$ cat config.mk
export PLATFORM = sky130hd
export DESIGN_NAME = windowed_rms_meter
export DESIGN_NICKNAME = d
export VERILOG_FILES = /design/src/hdl/wrm_pkg.sv /design/src/hdl/windowed_rms_meter.sv /design/src/hdl/wrm_front.sv /design/src/hdl/wrm_queue.sv /design/src/hdl/wrm_back.sv
export VERILOG_INCLUDE_DIRS = /design/src /design/src/hdl
export SDC_FILE = /design/constraint.sdc
export NUM_CORES = 2
export LEC_CHECK = 0
export ABC_AREA = 0
export BUFFER_PORTS_ARGS = -buffer_cell sky130_fd_sc_hd__buf_2
export CAP_MARGIN = 20
export CORE_MARGIN = 2
export CORE_UTILIZATION = 60
export DETAILED_ROUTE_END_ITERATION = 7
export PLACE_DENSITY = 0.75
export SYNTH_ARGS = -nofsm -noshare
export SYNTH_HDL_FRONTEND = slang
export SYNTH_SLANG_ARGS = --single-unit
$ cat constraint.sdc
create_clock -name clk -period 9 [get_ports clk]
set_input_delay 0.9 -clock clk [delete_from_list [all_inputs] [get_ports clk]]
set_output_delay 0.9 -clock clk [all_outputs]
set_load 0.005 [all_outputs]
$ cat src/hdl/windowed_rms_meter_defines.svh
// Assertion macros for the windowed RMS meter.
// Depends on clk and rst_n being visible in the module that uses them.
`ifndef WINDOWED_RMS_METER_DEFINES_SVH
`define WINDOWED_RMS_METER_DEFINES_SVH

// Same-cycle implication, off during reset.
`define WRM_ASSERT_NOW(label, ante, cons, msg) \
    label: assert property (@(posedge clk) disable iff (!rst_n) (ante) |-> (cons)) \
        else $error(msg);

// Next-cycle implication, off during reset.
`define WRM_ASSERT_NEXT(label, ante, cons, msg) \
    label: assert property (@(posedge clk) disable iff (!rst_n) (ante) |=> (cons)) \
        else $error(msg);

`endif

$ cat src/hdl/wrm_pkg.sv
// Shared widths, reset values, register indexes and queue entry type
// for the windowed RMS meter. No dependencies.
`default_nettype none

package wrm_pkg;

    localparam int SAMPLE_BITS_DEF = 12;
    localparam int COUNT_BITS_DEF  = 8;

    localparam int ACC_BITS      = 30;
    localparam int WIN_BITS      = 8;
    localparam int GAIN_BITS     = 20;
    localparam int FRAC_BITS     = 16;
    localparam int DIVIDEND_BITS = ACC_BITS + FRAC_BITS;
    localparam int ROOT_BITS     = DIVIDEND_BITS / 2;
    localparam int SREM_BITS     = ROOT_BITS + 2;
    localparam int PROD_BITS     = ROOT_BITS + GAIN_BITS;
    localparam int RMS_BITS      = 23;
    localparam int STEP_BITS     = $clog2(DIVIDEND_BITS + 1);

    localparam int CFG_INDEX_BITS = 2;

    localparam logic [CFG_INDEX_BITS-1:0] REG_WINDOW_LENGTH = CFG_INDEX_BITS'(0);
    localparam logic [CFG_INDEX_BITS-1:0] REG_VOLTS_GAIN    = CFG_INDEX_BITS'(1);

    localparam logic [WIN_BITS-1:0]  WINDOW_RESET = WIN_BITS'(200);
    localparam logic [GAIN_BITS-1:0] GAIN_RESET   = GAIN_BITS'(93240);

    localparam int QUEUE_DEPTH = 2;
    localparam int QPTR_BITS   = $clog2(QUEUE_DEPTH);
    localparam int QCNT_BITS   = $clog2(QUEUE_DEPTH + 1);

    typedef struct packed {
        logic [ACC_BITS-1:0] sum;
        logic [WIN_BITS-1:0] divisor;
    } wrm_entry_t;

endpackage

`default_nettype wire

$ cat src/hdl/windowed_rms_meter.sv
// Windowed RMS meter. Takes one sample per cycle while not stalled; squares and
// accumulates in the front. The last sample of a window enters a two-entry queue; the
// back end takes one window at a time through a pop, 46 divide steps, 23 root steps,
// a multiply and an output load. Short windows make the back end the bottleneck and
// the input stalls once the queue fills.
// Async active-low reset clears sum, count, queue and out_valid; window 200, gain 93240.
`default_nettype none

module windowed_rms_meter #(
    parameter int SAMPLE_BITS = wrm_pkg::SAMPLE_BITS_DEF,
    parameter int COUNT_BITS  = wrm_pkg::COUNT_BITS_DEF
) (
    input  wire logic                                  clk,
    input  wire logic                                  rst_n,
    input  wire logic                                  cfg_we,
    input  wire logic [wrm_pkg::CFG_INDEX_BITS-1:0]    cfg_index,
    input  wire logic [wrm_pkg::GAIN_BITS-1:0]         cfg_data,
    input  wire logic                                  in_valid,
    output      logic                                  in_stall,
    input  wire logic signed [SAMPLE_BITS-1:0]         sample,
    output      logic                                  out_valid,
    input  wire logic                                  out_stall,
    output      logic [wrm_pkg::ACC_BITS-1:0]          sum_of_squares,
    output      logic [wrm_pkg::RMS_BITS-1:0]          rms_volts_q8
);

    logic [wrm_pkg::WIN_BITS-1:0]  window_length_reg, window_length_next;
    logic [wrm_pkg::GAIN_BITS-1:0] gain_reg, gain_next;

    logic                 q_full;
    logic                 q_push;
    logic                 q_pop;
    logic                 q_not_empty;
    wrm_pkg::wrm_entry_t  q_in;
    wrm_pkg::wrm_entry_t  q_out;

    always_comb
    begin
        window_length_next = window_length_reg;
        gain_next          = gain_reg;
        if (cfg_we)
        begin
            case (cfg_index)
                wrm_pkg::REG_WINDOW_LENGTH: window_length_next = cfg_data[wrm_pkg::WIN_BITS-1:0];
                wrm_pkg::REG_VOLTS_GAIN:    gain_next          = cfg_data;
                default:                    ;
            endcase
        end
    end

    always_ff @(posedge clk or negedge rst_n)
    begin
        if (!rst_n)
        begin
            window_length_reg <= wrm_pkg::WINDOW_RESET;
            gain_reg          <= wrm_pkg::GAIN_RESET;
        end
        else
        begin
            window_length_reg <= window_length_next;
            gain_reg          <= gain_next;
        end
    end

    wrm_front #(
        .SAMPLE_BITS (SAMPLE_BITS),
        .COUNT_BITS  (COUNT_BITS)
    ) u_front (
        .clk           (clk),
        .rst_n         (rst_n),
        .in_valid      (in_valid),
        .in_stall      (in_stall),
        .sample        (sample),
        .window_length (window_length_reg),
        .q_full        (q_full),
        .q_push        (q_push),
        .q_entry       (q_in)
    );

    wrm_queue u_queue (
        .clk        (clk),
        .rst_n      (rst_n),
        .push       (q_push),
        .push_entry (q_in),
        .full       (q_full),
        .pop        (q_pop),
        .pop_entry  (q_out),
        .not_empty  (q_not_empty)
    );

    wrm_back u_back (
        .clk            (clk),
        .rst_n          (rst_n),
        .q_not_empty    (q_not_empty),
        .q_entry        (q_out),
        .q_pop          (q_pop),
        .volts_gain_q16 (gain_reg),
        .out_valid      (out_valid),
        .out_stall      (out_stall),
        .sum_of_squares (sum_of_squares),
        .rms_volts_q8   (rms_volts_q8)
    );

endmodule

`default_nettype wire

$ cat src/hdl/wrm_front.sv
// Front end: squares samples, accumulates and counts, and hands each
// finished window to the queue. Depends on wrm_pkg.
`default_nettype none

module wrm_front #(
    parameter int SAMPLE_BITS = wrm_pkg::SAMPLE_BITS_DEF,
    parameter int COUNT_BITS  = wrm_pkg::COUNT_BITS_DEF
) (
    input  wire logic                            clk,
    input  wire logic                            rst_n,
    input  wire logic                            in_valid,
    output      logic                            in_stall,
    input  wire logic signed [SAMPLE_BITS-1:0]   sample,
    input  wire logic [wrm_pkg::WIN_BITS-1:0]    window_length,
    input  wire logic                            q_full,
    output      logic                            q_push,
    output      wrm_pkg::wrm_entry_t             q_entry
);

    localparam int SQ_BITS = 2 * SAMPLE_BITS;

    logic [wrm_pkg::ACC_BITS-1:0] acc_reg, acc_next;
    logic [COUNT_BITS-1:0]        cnt_reg, cnt_next;
    logic [SAMPLE_BITS-1:0]       mag;
    logic [SQ_BITS-1:0]           square;
    logic [wrm_pkg::ACC_BITS-1:0] acc_sum;
    logic [COUNT_BITS-1:0]        cnt_inc;
    logic                         accept;
    logic                         window_end;

    assign in_stall = q_full;
    assign accept   = in_valid && !in_stall;

    // The most negative code maps to 2^(SAMPLE_BITS-1), which still fits unsigned.
    assign mag     = sample[SAMPLE_BITS-1] ? SAMPLE_BITS'(-sample) : SAMPLE_BITS'(sample);
    assign square  = mag * mag;
    assign acc_sum = acc_reg + wrm_pkg::ACC_BITS'(square);
    assign cnt_inc = cnt_reg + COUNT_BITS'(1);

    assign window_end = wrm_pkg::WIN_BITS'(cnt_inc) >= window_length;

    assign q_push          = accept && window_end;
    assign q_entry.sum     = acc_sum;
    assign q_entry.divisor = (window_length != '0) ? window_length
                                                   : wrm_pkg::WIN_BITS'(1);

    always_comb
    begin
        acc_next = acc_reg;
        cnt_next = cnt_reg;
        if (accept)
        begin
            acc_next = window_end ? '0 : acc_sum;
            cnt_next = window_end ? '0 : cnt_inc;
        end
    end

    always_ff @(posedge clk or negedge rst_n)
    begin
        if (!rst_n)
        begin
            acc_reg <= '0;
            cnt_reg <= '0;
        end
        else
        begin
            acc_reg <= acc_next;
            cnt_reg <= cnt_next;
        end
    end

endmodule

`default_nettype wire

$ cat src/hdl/wrm_queue.sv
// Two-entry queue between the accumulate front and the divide/sqrt back.
// Depends on wrm_pkg and the assertion macro header.
`default_nettype none
`include "windowed_rms_meter_defines.svh"

module wrm_queue (
    input  wire logic                  clk,
    input  wire logic                  rst_n,
    input  wire logic                  push,
    input  wire wrm_pkg::wrm_entry_t   push_entry,
    output      logic                  full,
    input  wire logic                  pop,
    output      wrm_pkg::wrm_entry_t   pop_entry,
    output      logic                  not_empty
);

    wrm_pkg::wrm_entry_t                 slot_reg [wrm_pkg::QUEUE_DEPTH];
    logic [wrm_pkg::QPTR_BITS-1:0]       wr_ptr_reg, wr_ptr_next;
    logic [wrm_pkg::QPTR_BITS-1:0]       rd_ptr_reg, rd_ptr_next;
    logic [wrm_pkg::QCNT_BITS-1:0]       count_reg, count_next;

    assign full      = count_reg == wrm_pkg::QCNT_BITS'(wrm_pkg::QUEUE_DEPTH);
    assign not_empty = count_reg != '0;
    assign pop_entry = slot_reg[rd_ptr_reg];

    always_comb
    begin
        wr_ptr_next = wr_ptr_reg;
        rd_ptr_next = rd_ptr_reg;
        count_next  = count_reg;
        if (push)
        begin
            wr_ptr_next = (wr_ptr_reg == wrm_pkg::QPTR_BITS'(wrm_pkg::QUEUE_DEPTH - 1))
                          ? '0 : wr_ptr_reg + wrm_pkg::QPTR_BITS'(1);
        end
        if (pop)
        begin
            rd_ptr_next = (rd_ptr_reg == wrm_pkg::QPTR_BITS'(wrm_pkg::QUEUE_DEPTH - 1))
                          ? '0 : rd_ptr_reg + wrm_pkg::QPTR_BITS'(1);
        end
        if (push && !pop)
        begin
            count_next = count_reg + wrm_pkg::QCNT_BITS'(1);
        end
        else if (pop && !push)
        begin
            count_next = count_reg - wrm_pkg::QCNT_BITS'(1);
        end
    end

    always_ff @(posedge clk)
    begin
        if (push)
        begin
            slot_reg[wr_ptr_reg] <= push_entry;
        end
    end

    always_ff @(posedge clk or negedge rst_n)
    begin
        if (!rst_n)
        begin
            wr_ptr_reg <= '0;
            rd_ptr_reg <= '0;
            count_reg  <= '0;
        end
        else
        begin
            wr_ptr_reg <= wr_ptr_next;
            rd_ptr_reg <= rd_ptr_next;
            count_reg  <= count_next;
        end
    end

    `WRM_ASSERT_NOW(a_no_push_full, full, !push, "queue pushed while full")
    `WRM_ASSERT_NOW(a_no_pop_empty, pop, not_empty, "queue popped while empty")
    `WRM_ASSERT_NEXT(a_count_track, push && !pop && !full,
                     count_reg == $past(count_reg) + wrm_pkg::QCNT_BITS'(1),
                     "queue count lost a push")

endmodule

`default_nettype wire

$ cat src/hdl/wrm_back.sv
// Back end: restoring divide by the window length, bit-pair integer
// square root, gain multiply and output register. Depends on wrm_pkg.
`default_nettype none
`include "windowed_rms_meter_defines.svh"

module wrm_back (
    input  wire logic                              clk,
    input  wire logic                              rst_n,
    input  wire logic                              q_not_empty,
    input  wire wrm_pkg::wrm_entry_t               q_entry,
    output      logic                              q_pop,
    input  wire logic [wrm_pkg::GAIN_BITS-1:0]     volts_gain_q16,
    output      logic                              out_valid,
    input  wire logic                              out_stall,
    output      logic [wrm_pkg::ACC_BITS-1:0]      sum_of_squares,
    output      logic [wrm_pkg::RMS_BITS-1:0]      rms_volts_q8
);

    localparam logic [2:0] ST_IDLE = 3'd0;
    localparam logic [2:0] ST_DIV  = 3'd1;
    localparam logic [2:0] ST_SQRT = 3'd2;
    localparam logic [2:0] ST_MUL  = 3'd3;
    localparam logic [2:0] ST_DONE = 3'd4;

    localparam int DB = wrm_pkg::DIVIDEND_BITS;
    localparam int WB = wrm_pkg::WIN_BITS;
    localparam int RB = wrm_pkg::ROOT_BITS;
    localparam int SB = wrm_pkg::SREM_BITS;

    logic [2:0]                        state_reg, state_next;
    logic [wrm_pkg::STEP_BITS-1:0]     step_reg, step_next;
    logic [DB-1:0]                     work_reg, work_next;
    logic [WB-1:0]                     rem_reg, rem_next;
    logic [WB-1:0]                     div_reg, div_next;
    logic [SB-1:0]                     srem_reg, srem_next;
    logic [RB-1:0]                     root_reg, root_next;
    logic [wrm_pkg::ACC_BITS-1:0]      sum_reg, sum_next;
    logic [wrm_pkg::PROD_BITS-1:0]     prod_reg, prod_next;
    logic                              out_valid_reg, out_valid_next;
    logic [wrm_pkg::ACC_BITS-1:0]      out_sum_reg, out_sum_next;
    logic [wrm_pkg::RMS_BITS-1:0]      out_rms_reg, out_rms_next;

    logic [WB:0]   div_trial;
    logic          div_ge;
    logic [SB+1:0] sq_shift;
    logic [SB+1:0] sq_trial;
    logic          sq_ge;
    logic          out_free;

    assign div_trial = {rem_reg, work_reg[DB-1]};
    assign div_ge    = div_trial >= {1'b0, div_reg};

    assign sq_shift = {srem_reg, work_reg[DB-1 -: 2]};
    assign sq_trial = (SB + 2)'({root_reg, 2'b01});
    assign sq_ge    = sq_shift >= sq_trial;

    assign out_free = !out_valid_reg || !out_stall;
    assign q_pop    = (state_reg == ST_IDLE) && q_not_empty;

    always_comb
    begin
        state_next     = state_reg;
        step_next      = step_reg;
        work_next      = work_reg;
        rem_next       = rem_reg;
        div_next       = div_reg;
        srem_next      = srem_reg;
        root_next      = root_reg;
        sum_next       = sum_reg;
        prod_next      = prod_reg;
        out_sum_next   = out_sum_reg;
        out_rms_next   = out_rms_reg;
        out_valid_next = out_valid_reg && out_stall;

        case (state_reg)
            ST_IDLE:
            begin
                if (q_not_empty)
                begin
                    sum_next   = q_entry.sum;
                    div_next   = q_entry.divisor;
                    work_next  = {q_entry.sum, wrm_pkg::FRAC_BITS'(0)};
                    rem_next   = '0;
                    step_next  = '0;
                    state_next = ST_DIV;
                end
            end
            ST_DIV:
            begin
                // one quotient bit per cycle, MSB first
                rem_next  = div_ge ? WB'(div_trial - {1'b0, div_reg}) : div_trial[WB-1:0];
                work_next = {work_reg[DB-2:0], div_ge};
                step_next = step_reg + wrm_pkg::STEP_BITS'(1);
                if (step_reg == wrm_pkg::STEP_BITS'(DB - 1))
                begin
                    step_next  = '0;
                    srem_next  = '0;
                    root_next  = '0;
                    state_next = ST_SQRT;
                end
            end
            ST_SQRT:
            begin
                // one root bit per cycle from two radicand bits
                srem_next = sq_ge ? SB'(sq_shift - sq_trial) : SB'(sq_shift);
                root_next = {root_reg[RB-2:0], sq_ge};
                work_next = {work_reg[DB-3:0], 2'b00};
                step_next = step_reg + wrm_pkg::STEP_BITS'(1);
                if (step_reg == wrm_pkg::STEP_BITS'(RB - 1))
                begin
                    state_next = ST_MUL;
                end
            end
            ST_MUL:
            begin
                prod_next  = root_reg * volts_gain_q16;
                state_next = ST_DONE;
            end
            ST_DONE:
            begin
                if (out_free)
                begin
                    out_valid_next = 1'b1;
                    out_sum_next   = sum_reg;
                    out_rms_next   = prod_reg[wrm_pkg::FRAC_BITS +: wrm_pkg::RMS_BITS];
                    state_next     = ST_IDLE;
                end
            end
            default:
            begin
                state_next = ST_IDLE;
            end
        endcase
    end

    always_ff @(posedge clk)
    begin
        step_reg    <= step_next;
        work_reg    <= work_next;
        rem_reg     <= rem_next;
        div_reg     <= div_next;
        srem_reg    <= srem_next;
        root_reg    <= root_next;
        sum_reg     <= sum_next;
        prod_reg    <= prod_next;
        out_sum_reg <= out_sum_next;
        out_rms_reg <= out_rms_next;
    end

    always_ff @(posedge clk or negedge rst_n)
    begin
        if (!rst_n)
        begin
            state_reg     <= ST_IDLE;
            out_valid_reg <= 1'b0;
        end
        else
        begin
            state_reg     <= state_next;
            out_valid_reg <= out_valid_next;
        end
    end

    assign out_valid      = out_valid_reg;
    assign sum_of_squares = out_sum_reg;
    assign rms_volts_q8   = out_rms_reg;

    `WRM_ASSERT_NOW(a_div_rem_bound, state_reg == ST_DIV, rem_reg < div_reg,
                    "divide remainder not below divisor")
    `WRM_ASSERT_NEXT(a_pop_starts_div, q_pop, state_reg == ST_DIV,
                     "popped window did not start divide")

endmodule

`default_nettype wire

==> results.md <==
- Status: finished clean
- Port Buf Inserts: 93
- Initial antenna violation count: 0
- Ys flop type: edfxtp_1
- Initial core utilization: 0.603
- Max_slew headroom: 0.223
- GRT overflow: 0
- GRT Util Overall: 0.283
- Worst-Margin Slew: 1.16 ns
- Sum Neg Setup Slack: 0 ns
- FFs w/ async S/R, synth: 0.199
- I/O pin count: 94
- Placer Congestion: 0.933
- Max Slew Vio Count: 0
- Total CTS buffers: 42
- Clock sink count: 372
- H-tree levels: 2
- Pin count of the biggest net entering global routing: 74
- Die area: 0.0596 mm2
- CP arrival: 8.26 ns
- CTS max path bufs: 3
- CTS root buf: clkbuf_16
- Largest register FFs: 76
- FF/Latch Area: 0.0108 mm2
- Top cells by count, synth: inv_1 (644), fa_1 (468), nand2_1 (378)
- Period Utilization, post-route: 0.884
- Initial DRT Pass Iterations: 5
- First-pass GRT wire length: 133000 um
- Post-Synthesis Cells: 3266
- Core ar.: 0.0574 mm2
- Max_cap viols: 0
- Area of the multi-input gates: 0.0209 mm2
- DRC: 0
- Post-synth top area share: 0.271
- Area Growth Syn to Fin: 7.71%
- Vias in the first global route: 25400
- Antenna-violating nets left: 0
- Synth warnings: 0
- Clock transition at the registers of the reported paths: 0.06 ns
- DR vias: 23600
- Post-synthesis register bit count: 372
- Startpoint Class: flop
- Die W: 244 um
- ANT cells: 0
- CTS hold repair buffers: 0
- Fmax: 126 MHz
- Die H: 244 um
- Sequential share of the synthesized area: 0.313
- Fin. Hold Viols: 0
- Vias per cell: 5.75
- Final critical-path required period: 7.96 ns
- 1st-iter DRT viols: 1628
- HP Class: primary input to async pin
- CTS tree: built
- Crit. End Element: flop
- Synth area leader: fa_1
- Drt wl/cell: 19.7 um
- Final wirelength: 80700 um
- Yosys cell types: 80
- Fill count: 4395
- Share of cells above drive strength 1: 0.0973
- Syn avg cell area: 10.6 um2
- CP max FO: 21
- Post-DP HPWL: 59500 um
- Clock Latency Late Sink: 0.59 ns
- Nets@finish: 4051
- Setup Crit Path Kind: flop to flop
- Cell Area, Synth: 0.0346 mm2
- RSZ-0062 raised after global routing: false
- Layout Skew: 0.0466 ns
- Cell Rows: 88
- Req. time, crit path: 9.30 ns
- Largest cells by area after synthesis: fa_1 (27%), edfxtp_1 (26%), ha_1 (8.6%)
- PostCTS Resize Cnt: 0
- Post-CTS Setup Inserts: 0
- Leading cell type by number of instances after synthesis: inv_1
- Final setup viols: 0
- EDFF count, synth: 298
critical path, stage by stage (launching register included):
cell and delay [ns]:
edfxtp_1 1.03, and2_1 0.26, fa_1 0.44, fa_1 0.51, inv_1 0.05, fa_1 0.47, inv_1 0.06, fa_1 0.50
inv_1 0.05, fa_1 0.53, inv_1 0.05, fa_1 0.48, inv_1 0.05, fa_1 0.47, inv_1 0.04, ha_1 0.32
nand2_1 0.07, o21ai_0 0.21, a211o_1 0.16, a31oi_1 0.09, nor3_1 0.62, nor4_4 0.10, o31ai_2 0.68, a41oi_1 0.25
xnor2_1 0.17
worst paths after layout:
| check | startpoint | to | slack, ns | depth (start not counted) |
|---|---|---|---|---|
| max reg2reg | u_back.root_reg[9] | u_back.prod_reg[33] | 1.04 | 24 |
| max in group asynchronous | rst_n | gain_reg[15] | 7.66 | 2 |
| min in group clk | u_back.prod_reg[38] | u_back.rms_volts_q8[22] | 0.41 | 0 |
| min | rst_n | u_queue.count_reg[1] | 0.26 | 1 |
| max | u_back.root_reg[9] | u_back.prod_reg[33] | 1.04 | 24 |
| min reg2reg | u_back.prod_reg[38] | u_back.rms_volts_q8[22] | 0.41 | 0 |
stage by stage:
step	std cells	util	hold slack, ns	area (um2)	worst slack [ns]
global route	4105	0.649	0.280	37300	0.619
CTS	4104	0.649	0.256	37200	1.12
detailed placement	4026	0.625	0.405	35800	0.634
finish	4105	0.649	0.255	37300	1.04
global placement	4026	0.625	0.400	35800	0.750
floorplan	3271	-	0.400	34600	1.50
logic make-up after synthesis:
group           synth area share
buf+inv                   0.0855
compound gates            0.0742
flops                      0.313
other cells             0.000217
fa+ha+maj                  0.357
simple gates               0.118
mux                       0.0247
xor+xnor                  0.0273
metal layers:
metal  GRT usage  vias to the layer above  wire length, um  part of all wire
li1            -                    10500                -                 -
met1       0.371                    12000            32000              0.40
met2       0.471                      954            39200              0.49
met3      0.0492                      224             6250             0.077
met4       0.111                        0             3310             0.041
met5           0                        -                0                 0
cell usage in the layout, fill, tap and decap left out, types with 50 or more instances in the layout:
| cell type | netlist | layout |
|---|---|---|
| buf_2 | 2 | 92 |
| fa_1 | 468 | 468 |
| and2_1 | 229 | 229 |
| inv_1 | 644 | 644 |
| xnor2_1 | 61 | 61 |
| dfrtp_1 | 63 | 63 |
| o21ai_0 | 60 | 59 |
| mux2_2 | 60 | 60 |
| a21oi_1 | 70 | 68 |
| edfxtp_1 | 298 | 298 |
| a22o_1 | 50 | 50 |
| nor2_1 | 128 | 126 |
| nand2_1 | 378 | 378 |
| ha_1 | 238 | 238 |
cell type report:
| cell class | instances | share of cell area |
|---|---|---|
| multi-input combinational | 2113 | 0.561 |
| sequential | 372 | 0.290 |
| inverter | 646 | 0.0651 |
| clock buffer | 51 | 0.0299 |
| tap | 765 | 0.0257 |
| timing repair buffer | 131 | 0.0203 |
| clock inverter | 27 | 0.00759 |
Power is not shown: default switching activity piles up to over one toggle a cycle in this logic, so the estimate is an artifact.
